$ cat config.mk
export PLATFORM = sky130hd
export DESIGN_NAME = riff_wave_chunk_parser
export DESIGN_NICKNAME = d
export VERILOG_FILES = /design/src/sv/rwcp_pkg.sv /design/src/sv/riff_wave_chunk_parser.sv /design/src/sv/rwcp_front.sv /design/src/sv/rwcp_queue.sv /design/src/sv/rwcp_back.sv
export VERILOG_INCLUDE_DIRS = /design/src /design/src/sv
export SDC_FILE = /design/constraint.sdc
export NUM_CORES = 1
export LEC_CHECK = 0
export BUFFER_PORTS_ARGS = -buffer_cell sky130_fd_sc_hd__buf_2
export CAP_MARGIN = 20
export CELL_PAD_IN_SITES_DETAIL_PLACEMENT = 1
export CELL_PAD_IN_SITES_GLOBAL_PLACEMENT = 2
export CORE_MARGIN = 2
export CORE_UTILIZATION = 30
export CTS_BUF_LIST = sky130_fd_sc_hd__clkbuf_4
export CTS_CLUSTER_SIZE = 16
export DETAILED_ROUTE_END_ITERATION = 7
export GPL_TIMING_DRIVEN = 0
export PLACE_DENSITY_LB_ADDON = 0.1
export SYNTH_ARGS = -nofsm -noshare
export SYNTH_HDL_FRONTEND = slang
export SYNTH_SLANG_ARGS = --single-unit
export TNS_END_PERCENT = 20
$ cat constraint.sdc
create_clock -name clock -period 14.15 [get_ports clock]
set_input_delay 2.83 -clock clock [delete_from_list [all_inputs] [get_ports clock]]
set_output_delay 2.83 -clock clock [all_outputs]
set_load 0.02 [all_outputs]
$ cat src/sv/riff_wave_chunk_parser_defines.svh
// assertion macros of the riff wave chunk parser rtl, used by the result stage
`ifndef RIFF_WAVE_CHUNK_PARSER_DEFINES_SVH
`define RIFF_WAVE_CHUNK_PARSER_DEFINES_SVH

`ifndef SYNTHESIS

// antecedent holds in this cycle, consequent in the same cycle
`define RWCP_ASSERT_IMP(label, ante, cons, msg) \
   label: assert property (@(posedge clock) disable iff (reset) (ante) |-> (cons)) \
      else $error(msg);

// antecedent holds in this cycle, consequent in the next cycle
`define RWCP_ASSERT_NXT(label, ante, cons, msg) \
   label: assert property (@(posedge clock) disable iff (reset) (ante) |=> (cons)) \
      else $error(msg);

`else

`define RWCP_ASSERT_IMP(label, ante, cons, msg)
`define RWCP_ASSERT_NXT(label, ante, cons, msg)

`endif

`endif

$ cat src/sv/rwcp_pkg.sv
// types, codes and constants of the riff wave chunk parser
package rwcp_pkg;

   // parser phases
   typedef enum logic [2:0] {
      PH_HEADER,
      PH_CHUNK_HDR,
      PH_PAYLOAD,
      PH_PAD,
      PH_SKIP
   } rwcp_phase_type;

   // verdict codes of the status item
   typedef enum logic [2:0] {
      ST_VALID       = 3'd0,
      ST_BAD_HEADER  = 3'd1,
      ST_NO_FORMAT   = 3'd2,
      ST_NO_DATA     = 3'd3,
      ST_UNSUPPORTED = 3'd4
   } rwcp_status_type;

   // result kinds
   localparam logic KIND_PCM    = 1'b0;
   localparam logic KIND_STATUS = 1'b1;

   // little-endian four character codes
   localparam logic [31:0] ID_RIFF = 32'h4646_4952;
   localparam logic [31:0] ID_WAVE = 32'h4556_4157;
   localparam logic [31:0] ID_FMT  = 32'h2074_6D66;
   localparam logic [31:0] ID_DATA = 32'h6174_6164;

   // header byte positions
   localparam logic [3:0] ID_LAST_BYTE   = 4'd3;
   localparam logic [3:0] HDR_LAST_BYTE  = 4'd11;
   localparam logic [3:0] CHUNK_HDR_LAST = 4'd7;

   // smallest fmt chunk that carries all fields
   localparam logic [31:0] FMT_MIN = 32'd16;
   localparam logic [15:0] PCM_TAG = 16'd1;

   // record queue between parser and result stage
   localparam int QUEUE_DEPTH = 4;
   localparam int QUEUE_AW    = $clog2(QUEUE_DEPTH);

   typedef struct packed {
      logic [15:0] format_tag;
      logic [15:0] channel_count;
      logic [31:0] sample_rate;
      logic [31:0] byte_rate;
      logic [15:0] block_align;
      logic [15:0] bits_per_sample;
   } rwcp_fmt_type;

   // what one input byte leaves for the result stage
   typedef struct packed {
      logic            has_pcm;
      logic [7:0]      pcm_byte;
      logic            new_chunk;
      logic            has_status;
      rwcp_fmt_type    fmt;
      rwcp_status_type status;
      logic            truncated;
   } rwcp_rec_type;

   // split the first sixteen fmt payload bytes into fields
   function automatic rwcp_fmt_type unpack_fmt(input logic [127:0] raw);
      rwcp_fmt_type f;
      f.format_tag      = raw[15:0];
      f.channel_count   = raw[31:16];
      f.sample_rate     = raw[63:32];
      f.byte_rate       = raw[95:64];
      f.block_align     = raw[111:96];
      f.bits_per_sample = raw[127:112];
      return f;
   endfunction

endpackage

$ cat src/sv/riff_wave_chunk_parser.sv
// riff wave chunk parser top level: parser, record queue and result stage
//
//   channel   direction  handshake          payload
//   req       in         push / full        file_byte, end_of_file
//   rsp       out        pop / empty        kind, pcm_byte, new_data_chunk, fmt fields,
//                                           status, data_truncated, last
//
// one byte is accepted per cycle while full is low; the parser updates its counters in that cycle
// a record waits in a four entry queue until the output register is empty or being popped
// a byte with the end of file mark inside a data payload gives two items, a pcm item then a status item
// full rises only when the record queue is full, set by how fast the consumer pops
// synchronous reset returns the parser to the riff magic and empties queue and output
module riff_wave_chunk_parser (
   input  logic        clock,
   input  logic        reset,
   input  logic        req_push,
   input  logic [7:0]  req_file_byte,
   input  logic        req_end_of_file,
   output logic        req_full,
   input  logic        rsp_pop,
   output logic        rsp_empty,
   output logic        rsp_kind,
   output logic [7:0]  rsp_pcm_byte,
   output logic        rsp_new_data_chunk,
   output logic [15:0] rsp_format_tag,
   output logic [15:0] rsp_channel_count,
   output logic [31:0] rsp_sample_rate,
   output logic [31:0] rsp_byte_rate,
   output logic [15:0] rsp_block_align,
   output logic [15:0] rsp_bits_per_sample,
   output logic [2:0]  rsp_status,
   output logic        rsp_data_truncated,
   output logic        rsp_last
);
   import rwcp_pkg::*;

   logic         accept;
   logic         rec_valid;
   rwcp_rec_type rec;
   logic         head_valid;
   rwcp_rec_type head_rec;
   logic         head_pop;

   assign accept = req_push && !req_full;

   // front: byte parser
   rwcp_front u_front (
      .clock       (clock),
      .reset       (reset),
      .accept      (accept),
      .file_byte   (req_file_byte),
      .end_of_file (req_end_of_file),
      .rec_valid   (rec_valid),
      .rec         (rec)
   );

   // record queue
   rwcp_queue u_queue (
      .clock      (clock),
      .reset      (reset),
      .push       (rec_valid),
      .push_rec   (rec),
      .full       (req_full),
      .head_valid (head_valid),
      .head_rec   (head_rec),
      .pop        (head_pop)
   );

   // back: result items
   rwcp_back u_back (
      .clock               (clock),
      .reset               (reset),
      .head_valid          (head_valid),
      .head_rec            (head_rec),
      .head_pop            (head_pop),
      .rsp_pop             (rsp_pop),
      .rsp_empty           (rsp_empty),
      .rsp_kind            (rsp_kind),
      .rsp_pcm_byte        (rsp_pcm_byte),
      .rsp_new_data_chunk  (rsp_new_data_chunk),
      .rsp_format_tag      (rsp_format_tag),
      .rsp_channel_count   (rsp_channel_count),
      .rsp_sample_rate     (rsp_sample_rate),
      .rsp_byte_rate       (rsp_byte_rate),
      .rsp_block_align     (rsp_block_align),
      .rsp_bits_per_sample (rsp_bits_per_sample),
      .rsp_status          (rsp_status),
      .rsp_data_truncated  (rsp_data_truncated),
      .rsp_last            (rsp_last)
   );

endmodule

$ cat src/sv/rwcp_front.sv
// byte parser: header and chunk walk, fmt capture, record build
module rwcp_front (
   input  logic                  clock,
   input  logic                  reset,
   input  logic                  accept,
   input  logic [7:0]            file_byte,
   input  logic                  end_of_file,
   output logic                  rec_valid,
   output rwcp_pkg::rwcp_rec_type rec
);
   import rwcp_pkg::*;

   rwcp_phase_type phase_ff, phase_in;
   logic [3:0]     offset_ff, offset_in;
   logic [31:0]    word_ff, word_in, word_next;
   logic           id_fmt_ff, id_fmt_in;
   logic           id_data_ff, id_data_in;
   logic [31:0]    remaining_ff, remaining_in;
   logic [4:0]     idx_ff, idx_in;
   logic           fmt_ok_ff, fmt_ok_in;
   logic           pad_ff, pad_in;
   logic           header_ok_ff, header_ok_in;
   logic [127:0]   scratch_ff, scratch_in;
   logic [127:0]   committed_ff, committed_in;
   logic           has_format_ff, has_format_in;
   logic           has_data_ff, has_data_in;
   logic           data_open_ff, data_open_in;

   // values after this byte, before the end of file clear
   logic [127:0]   committed_upd;
   logic           header_ok_upd;
   logic           has_format_upd;
   logic           has_data_upd;
   logic           data_open_upd;
   logic           last_payload;
   rwcp_fmt_type   fmt_view;
   rwcp_status_type verdict;

   assign word_next    = {file_byte, word_ff[31:8]};
   assign last_payload = (remaining_ff == 32'd1);

   // next phase
   always_comb begin
      phase_in = phase_ff;
      case (phase_ff)
         PH_HEADER: begin
            if (offset_ff == ID_LAST_BYTE && word_next != ID_RIFF) begin
               phase_in = PH_SKIP;
            end else if (offset_ff == HDR_LAST_BYTE) begin
               phase_in = (word_next == ID_WAVE) ? PH_CHUNK_HDR : PH_SKIP;
            end
         end
         PH_CHUNK_HDR: begin
            if (offset_ff == CHUNK_HDR_LAST && word_next != 32'd0) begin
               phase_in = PH_PAYLOAD;
            end
         end
         PH_PAYLOAD: begin
            if (last_payload) begin
               phase_in = pad_ff ? PH_PAD : PH_CHUNK_HDR;
            end
         end
         PH_PAD: begin
            phase_in = PH_CHUNK_HDR;
         end
         default: begin
            phase_in = phase_ff;
         end
      endcase
      if (end_of_file) begin
         phase_in = PH_HEADER;
      end
   end

   // counters, chunk fields and fmt capture
   always_comb begin
      offset_in      = offset_ff;
      word_in        = word_next;
      id_fmt_in      = id_fmt_ff;
      id_data_in     = id_data_ff;
      remaining_in   = remaining_ff;
      idx_in         = idx_ff;
      fmt_ok_in      = fmt_ok_ff;
      pad_in         = pad_ff;
      header_ok_upd  = header_ok_ff;
      scratch_in     = scratch_ff;
      committed_upd  = committed_ff;
      has_format_upd = has_format_ff;
      has_data_upd   = has_data_ff;
      data_open_upd  = data_open_ff;
      case (phase_ff)
         PH_HEADER: begin
            if (offset_ff == ID_LAST_BYTE && word_next != ID_RIFF) begin
               offset_in = offset_ff;
            end else if (offset_ff == HDR_LAST_BYTE) begin
               header_ok_upd = (word_next == ID_WAVE);
               offset_in     = 4'd0;
            end else begin
               offset_in = offset_ff + 4'd1;
            end
         end
         PH_CHUNK_HDR: begin
            if (offset_ff == ID_LAST_BYTE) begin
               id_fmt_in  = (word_next == ID_FMT);
               id_data_in = (word_next == ID_DATA);
            end
            if (offset_ff == CHUNK_HDR_LAST) begin
               remaining_in = word_next;
               pad_in       = word_next[0];
               fmt_ok_in    = id_fmt_ff && (word_next >= FMT_MIN);
               idx_in       = 5'd0;
               offset_in    = 4'd0;
            end else begin
               offset_in = offset_ff + 4'd1;
            end
         end
         PH_PAYLOAD: begin
            // first sixteen bytes of a large enough fmt chunk
            if (fmt_ok_ff && !idx_ff[4]) begin
               scratch_in[{idx_ff[3:0], 3'b000} +: 8] = file_byte;
            end
            if (id_data_ff && idx_ff == 5'd0) begin
               data_open_upd = 1'b1;
               has_data_upd  = 1'b1;
            end
            idx_in       = idx_ff[4] ? idx_ff : idx_ff + 5'd1;
            remaining_in = remaining_ff - 32'd1;
            if (last_payload) begin
               if (fmt_ok_ff) begin
                  committed_upd  = scratch_in;
                  has_format_upd = 1'b1;
               end
               data_open_upd = 1'b0;
               offset_in     = 4'd0;
            end
         end
         PH_PAD: begin
            pad_in = 1'b0;
         end
         default: begin
            offset_in = offset_ff;
         end
      endcase
   end

   // verdict from the state after this byte
   assign fmt_view = unpack_fmt(committed_upd);

   always_comb begin
      if (!header_ok_upd) begin
         verdict = ST_BAD_HEADER;
      end else if (!has_format_upd) begin
         verdict = ST_NO_FORMAT;
      end else if (!has_data_upd) begin
         verdict = ST_NO_DATA;
      end else if (fmt_view.format_tag != PCM_TAG || fmt_view.channel_count == 16'd0 ||
                   fmt_view.sample_rate == 32'd0 || fmt_view.block_align == 16'd0) begin
         verdict = ST_UNSUPPORTED;
      end else begin
         verdict = ST_VALID;
      end
   end

   // end of file returns the file state to reset
   assign header_ok_in  = end_of_file ? 1'b0 : header_ok_upd;
   assign committed_in  = end_of_file ? 128'd0 : committed_upd;
   assign has_format_in = end_of_file ? 1'b0 : has_format_upd;
   assign has_data_in   = end_of_file ? 1'b0 : has_data_upd;
   assign data_open_in  = end_of_file ? 1'b0 : data_open_upd;

   // record for the result stage
   always_comb begin
      rec.has_pcm    = (phase_ff == PH_PAYLOAD) && id_data_ff;
      rec.pcm_byte   = file_byte;
      rec.new_chunk  = (idx_ff == 5'd0);
      rec.has_status = end_of_file;
      rec.fmt        = fmt_view;
      rec.status     = verdict;
      rec.truncated  = data_open_upd;
   end

   assign rec_valid = accept && (rec.has_pcm || rec.has_status);

   // parser state
   always_ff @(posedge clock) begin
      if (reset) begin
         phase_ff      <= PH_HEADER;
         offset_ff     <= 4'd0;
         word_ff       <= 32'd0;
         id_fmt_ff     <= 1'b0;
         id_data_ff    <= 1'b0;
         remaining_ff  <= 32'd0;
         idx_ff        <= 5'd0;
         fmt_ok_ff     <= 1'b0;
         pad_ff        <= 1'b0;
         header_ok_ff  <= 1'b0;
         committed_ff  <= 128'd0;
         has_format_ff <= 1'b0;
         has_data_ff   <= 1'b0;
         data_open_ff  <= 1'b0;
      end else if (accept) begin
         phase_ff      <= phase_in;
         offset_ff     <= end_of_file ? 4'd0 : offset_in;
         word_ff       <= end_of_file ? 32'd0 : word_in;
         id_fmt_ff     <= end_of_file ? 1'b0 : id_fmt_in;
         id_data_ff    <= end_of_file ? 1'b0 : id_data_in;
         remaining_ff  <= end_of_file ? 32'd0 : remaining_in;
         idx_ff        <= end_of_file ? 5'd0 : idx_in;
         fmt_ok_ff     <= end_of_file ? 1'b0 : fmt_ok_in;
         pad_ff        <= end_of_file ? 1'b0 : pad_in;
         header_ok_ff  <= header_ok_in;
         committed_ff  <= committed_in;
         has_format_ff <= has_format_in;
         has_data_ff   <= has_data_in;
         data_open_ff  <= data_open_in;
      end
   end

   // fmt scratch bytes, always fully rewritten before a commit
   always_ff @(posedge clock) begin
      if (accept) begin
         scratch_ff <= scratch_in;
      end
   end

endmodule

$ cat src/sv/rwcp_queue.sv
// small record queue between the parser and the result stage
module rwcp_queue (
   input  logic                  clock,
   input  logic                  reset,
   input  logic                  push,
   input  rwcp_pkg::rwcp_rec_type push_rec,
   output logic                  full,
   output logic                  head_valid,
   output rwcp_pkg::rwcp_rec_type head_rec,
   input  logic                  pop
);
   import rwcp_pkg::*;

   rwcp_rec_type          slot_ff [QUEUE_DEPTH];
   logic [QUEUE_AW-1:0]   wr_ptr_ff, wr_ptr_in;
   logic [QUEUE_AW-1:0]   rd_ptr_ff, rd_ptr_in;
   logic [QUEUE_AW:0]     count_ff, count_in;
   logic                  do_push;
   logic                  do_pop;

   assign full       = (count_ff == QUEUE_AW'(0) + (QUEUE_AW+1)'(QUEUE_DEPTH));
   assign head_valid = (count_ff != '0);
   assign head_rec   = slot_ff[rd_ptr_ff];
   assign do_push    = push && !full;
   assign do_pop     = pop && head_valid;

   // pointer and fill count
   always_comb begin
      wr_ptr_in = do_push ? wr_ptr_ff + QUEUE_AW'(1) : wr_ptr_ff;
      rd_ptr_in = do_pop ? rd_ptr_ff + QUEUE_AW'(1) : rd_ptr_ff;
      count_in  = count_ff;
      if (do_push && !do_pop) begin
         count_in = count_ff + (QUEUE_AW+1)'(1);
      end else if (do_pop && !do_push) begin
         count_in = count_ff - (QUEUE_AW+1)'(1);
      end
   end

   always_ff @(posedge clock) begin
      if (reset) begin
         wr_ptr_ff <= '0;
         rd_ptr_ff <= '0;
         count_ff  <= '0;
      end else begin
         wr_ptr_ff <= wr_ptr_in;
         rd_ptr_ff <= rd_ptr_in;
         count_ff  <= count_in;
      end
   end

   // record storage
   always_ff @(posedge clock) begin
      if (do_push) begin
         slot_ff[wr_ptr_ff] <= push_rec;
      end
   end

endmodule

$ cat src/sv/rwcp_back.sv
// result stage: splits records into result items, holds the output register
`include "riff_wave_chunk_parser_defines.svh"

module rwcp_back (
   input  logic                  clock,
   input  logic                  reset,
   input  logic                  head_valid,
   input  rwcp_pkg::rwcp_rec_type head_rec,
   output logic                  head_pop,
   input  logic                  rsp_pop,
   output logic                  rsp_empty,
   output logic                  rsp_kind,
   output logic [7:0]            rsp_pcm_byte,
   output logic                  rsp_new_data_chunk,
   output logic [15:0]           rsp_format_tag,
   output logic [15:0]           rsp_channel_count,
   output logic [31:0]           rsp_sample_rate,
   output logic [31:0]           rsp_byte_rate,
   output logic [15:0]           rsp_block_align,
   output logic [15:0]           rsp_bits_per_sample,
   output logic [2:0]            rsp_status,
   output logic                  rsp_data_truncated,
   output logic                  rsp_last
);
   import rwcp_pkg::*;

   logic            out_valid_ff, out_valid_in;
   logic            half_ff, half_in;
   logic            kind_ff, kind_in;
   logic [7:0]      pcm_ff, pcm_in;
   logic            new_chunk_ff, new_chunk_in;
   rwcp_fmt_type    fmt_ff, fmt_in;
   rwcp_status_type status_ff, status_in;
   logic            trunc_ff, trunc_in;
   logic            last_ff, last_in;
   logic            take;
   logic            load;
   logic            emit_pcm;

   // output register handshake
   assign take     = out_valid_ff && rsp_pop;
   assign load     = head_valid && (!out_valid_ff || take);
   assign emit_pcm = head_rec.has_pcm && !half_ff;
   assign head_pop = load && !(emit_pcm && head_rec.has_status);

   // control next values
   always_comb begin
      out_valid_in = out_valid_ff;
      half_in      = half_ff;
      if (load) begin
         out_valid_in = 1'b1;
         half_in      = emit_pcm && head_rec.has_status;
      end else if (take) begin
         out_valid_in = 1'b0;
      end
   end

   // result item built from the queue head
   always_comb begin
      kind_in      = emit_pcm ? KIND_PCM : KIND_STATUS;
      pcm_in       = emit_pcm ? head_rec.pcm_byte : 8'd0;
      new_chunk_in = emit_pcm ? head_rec.new_chunk : 1'b0;
      fmt_in       = emit_pcm ? '0 : head_rec.fmt;
      status_in    = emit_pcm ? ST_VALID : head_rec.status;
      trunc_in     = emit_pcm ? 1'b0 : head_rec.truncated;
      last_in      = emit_pcm ? !head_rec.has_status : 1'b1;
   end

   always_ff @(posedge clock) begin
      if (reset) begin
         out_valid_ff <= 1'b0;
         half_ff      <= 1'b0;
      end else begin
         out_valid_ff <= out_valid_in;
         half_ff      <= half_in;
      end
   end

   always_ff @(posedge clock) begin
      if (load) begin
         kind_ff      <= kind_in;
         pcm_ff       <= pcm_in;
         new_chunk_ff <= new_chunk_in;
         fmt_ff       <= fmt_in;
         status_ff    <= status_in;
         trunc_ff     <= trunc_in;
         last_ff      <= last_in;
      end
   end

   // result ports
   assign rsp_empty           = !out_valid_ff;
   assign rsp_kind            = kind_ff;
   assign rsp_pcm_byte        = pcm_ff;
   assign rsp_new_data_chunk  = new_chunk_ff;
   assign rsp_format_tag      = fmt_ff.format_tag;
   assign rsp_channel_count   = fmt_ff.channel_count;
   assign rsp_sample_rate     = fmt_ff.sample_rate;
   assign rsp_byte_rate       = fmt_ff.byte_rate;
   assign rsp_block_align     = fmt_ff.block_align;
   assign rsp_bits_per_sample = fmt_ff.bits_per_sample;
   assign rsp_status          = status_ff;
   assign rsp_data_truncated  = trunc_ff;
   assign rsp_last            = last_ff;

   // checks
   `RWCP_ASSERT_IMP(a_rec_not_empty, head_valid, head_rec.has_pcm || head_rec.has_status, "queue record carries no result")
   `RWCP_ASSERT_IMP(a_half_has_status, half_ff, head_valid && head_rec.has_pcm && head_rec.has_status, "status half pending without its record")
   `RWCP_ASSERT_IMP(a_half_out_valid, half_ff, out_valid_ff, "status half pending with empty output register")
   `RWCP_ASSERT_IMP(a_pcm_not_last, out_valid_ff && kind_ff == KIND_PCM && !last_ff, half_ff, "pcm item not last but no status item follows")
   `RWCP_ASSERT_IMP(a_status_last, out_valid_ff && kind_ff == KIND_STATUS, last_ff, "status item not marked last")

endmodule

==> metrics.yaml <==
status: "complete, no violations"
vias: 26729
drv_slew: 0
pre_cts_slack_ns: 7.57
fin_skew_ns: 0.122
r2r_slack_ns: 8.75
remaining_drc_errors: 0
drive_gt1_frac: 0.297
cts_inserted_buffers: 322
postSynth.asyncResetShare: 0
first_global_vias: 29456
syn-num-nets: 2810
yosysMostFrequentCell: "edfxtp_1"
power.total_mw: 8.43
critPathSlowestCell: "or4b_1"
crit_buf_inv: 5
critical_path.top_delay_family: "simple AND/OR/NAND/NOR gates"
ys_ff_latch: 1058
cts_setup_buffers: 0
hp-class: "reg -> reg"
regArea_um2: 29600
grt_max_degree: 54
cts_resized: 0
io_buffers: 156
antenna_left: 0
netlist_top_cells_count: "843 x edfxtp_1, 221 x nor2_1, 215 x dfxtp_1, 163 x mux2_2, 160 x nand2_1"
holdBufCountCts: 0
synth.largest_area_cell: "edfxtp_1"
die_height_um: 381
viasPerCell: 4.92
syn_inst: 2784
antenna_found_initial: 10
cp_max_fo: 10
multi_input_area_um2: 12300
timing.rr.start: "u_front.idx_ff[0]"
initial_core_util: 0.302
die_w_um: 381
r2r_end: "u_queue.slot_ff[3][3]"
grt_usage: 0.182
clockBufferDepth: 4
ys_seq_area_frac: 0.694
drt_wl_total_um: 132000
cts.sinks: 1058
worstPathCellList: "clkbuf_1 -> clkbuf_1 -> inv_1 -> ha_1 -> or4b_1 -> or4_1 -> buf_2 -> mux2i_1 -> inv_1 -> a2111oi_4 -> a21oi_1 -> or4_1 -> a211oi_2 -> o211ai_1"
netlist.area_leader.share: 0.593
drtIter0Drc: 1444
report.final.setup_viol: 0
cts_tree: "built"
synth.area.top_cells: "edfxtp_1 59%, dfxtp_1 10%, mux4_2 7.5%"
critPathRequiredTime_ns: 15.10
dieArea_um2: 145000
clk_pin_slew_ns: 0.06
fin_crit_ns: 5.40
maxCapViolations: 0
htree_num_levels: 5
synth_warnings: 0
startpoint: "u_front.idx_ff[0]"
insertion_delay_ns: 1.28
synth.distinct_cells: 68
timing.final.crit_share: 0.382
grt_overflow: 0
cp.depth: 14
synth_edf_count: 843
rsz0062_at_grt: "false"
wl_per_cell_um: 24.4
vdd_drop_max_mv: 0.0886
synthesis.area_um2: 42700
leakagePower_nw: 17.6
grt_first_pass_wirelength_um: 195000
fmaxAchievable_mhz: 185
gp_congestion: 0.790
final.setup.tns_ns: 0
first_pass_iters: 5
place_hpwl_um: 90100
hold_viol_final: 0
fin_nets: 3326
relSlewSlack: 0.158
worstSetupStartpointType: "flip-flop"
powerDensity_nw_per_um2: 167
worstSetupPathType: "reg -> reg"
synth_ff_type: "edfxtp_1"
critPathCapture: "u_queue.slot_ff[3][3]"
crit_arrival_ns: 6.36
syn_to_final_growth_pct: 18.6
io-pin-count: 158
syn_avg_cell_area_um2: 15.3
worst_setup_path_end_kind: "flip-flop"
layout_setup_ws_ns: 8.75
tightestPinTransition_ns: 1.26
core_area_um2: 141000
rows: 138
root_buffer: "clkbuf_4"
critical-path-max-stage-delay_ns: 0.59
rr_worst_depth: 14
fillers: 14753
how the worst min path moves through the flow:
stage | cells after the start | to | start
2_1_floorplan | 2 | u_front.id_fmt_ff | u_front.id_fmt_ff
3_3_place_gp | 2 | u_front.id_fmt_ff | u_front.id_fmt_ff
3_5_place_dp | 2 | u_front.id_fmt_ff | u_front.id_fmt_ff
4_1_cts | 2 | u_front.id_fmt_ff | u_front.id_fmt_ff
5_1_grt | 2 | u_front.id_fmt_ff | u_front.id_fmt_ff
6_report | 2 | u_front.id_fmt_ff | u_front.id_fmt_ff
cell usage in the layout (no fill, tap or decap), types with 73 or more instances in the layout:
cell type  netlist  final
edfxtp_1       843    843
clkbuf_4         0    486
nor2_1         221    220
dfxtp_1        215    215
buf_2           11    169
mux2_2         163    163
nand2_1        160    160
nor2b_1        150    150
a22oi_1        148    148
mux4_2         143    143
clkbuf_1       142    135
o21ai_0         86     86
a21oi_1         74     73
per-stage QoR:
step / std cells / util / area (µm²) / hold WS (ns)
6_report: 5430 / 0.358 / 50600 / 0.473
5_1_grt: 5424 / 0.358 / 50600 / 0.510
4_1_cts: 5419 / 0.357 / 50600 / 0.472
3_5_place_dp: 4863 / 0.329 / 46500 / 0.462
3_3_place_gp: 4830 / 0.324 / 45800 / 0.445
2_1_floorplan: 2784 / - / 42700 / 0.437
logic make-up after synthesis:
family | synth area share
AO/OA/AOI/OAI | 0.0586
XOR/XNOR | 0.00308
adder cells (fa/ha/maj) | 0.00399
buffers and inverters | 0.0193
flip-flops | 0.694
multiplexers | 0.129
AND/OR/NAND/NOR | 0.0918
power breakdown:
part           internal, mW  switching (mW)  total [mW]
combinational         0.578            1.06        1.64
sequential             3.74          0.0770        3.81
clock                  1.63            1.34        2.97
total                  5.95            2.48        8.43
routing by layer:
layer	GRT usage	vias up	share of wire	routed length (µm)
met5	0	-	0.00015	20
met4	0.0617	2	0.023	3030
met3	0.0399	234	0.044	5860
met2	0.307	652	0.50	65800
met1	0.232	13901	0.43	57500
li1	-	11940	-	-
state kept, by name (all words and copies together), names as in the netlist, 2 cells and up, named ones only:
name,count
u_front.phase_ff,3
u_front.committed_ff,128
u_front.idx_ff,5
u_back.rsp_channel_count,16
u_back.rsp_status,3
u_front.remaining_ff,32
u_queue.slot_ff,572
u_back.rsp_format_tag,16
u_front.scratch_ff,128
u_front.offset_ff,4
u_back.rsp_pcm_byte,8
u_front.word_ff,24
u_back.rsp_byte_rate,32
u_back.rsp_block_align,16
u_back.rsp_bits_per_sample,16
u_queue.count_ff,3
u_back.rsp_sample_rate,32
u_queue.rd_ptr_ff,2
u_queue.wr_ptr_ff,2
area by class of cell:
| cell class | count | area share |
|---|---|---|
| repair buffers | 192 | 0.0293 |
| flip-flops and latches | 1058 | 0.585 |
| plain buffers | 177 | 0.0142 |
| well taps | 1890 | 0.0467 |
| multi-input cells | 1518 | 0.242 |
| clock inverters | 70 | 0.00742 |
| clock buffers | 486 | 0.0721 |
| inverters | 31 | 0.00230 |
| diodes | 8 | 0.000396 |
worst reg2reg max path, stage by stage (launching register included):
cell and delay (ns):
dfxtp_1 0.43, clkbuf_1 0.39, clkbuf_1 0.52, inv_1 0.10, ha_1 0.39, or4b_1 0.59
or4_1 0.43, buf_2 0.23, mux2i_1 0.28, inv_1 0.14, a2111oi_4 0.21, a21oi_1 0.13
or4_1 0.57, a211oi_2 0.51, o211ai_1 0.24
(Power assumes the default switching activity.)
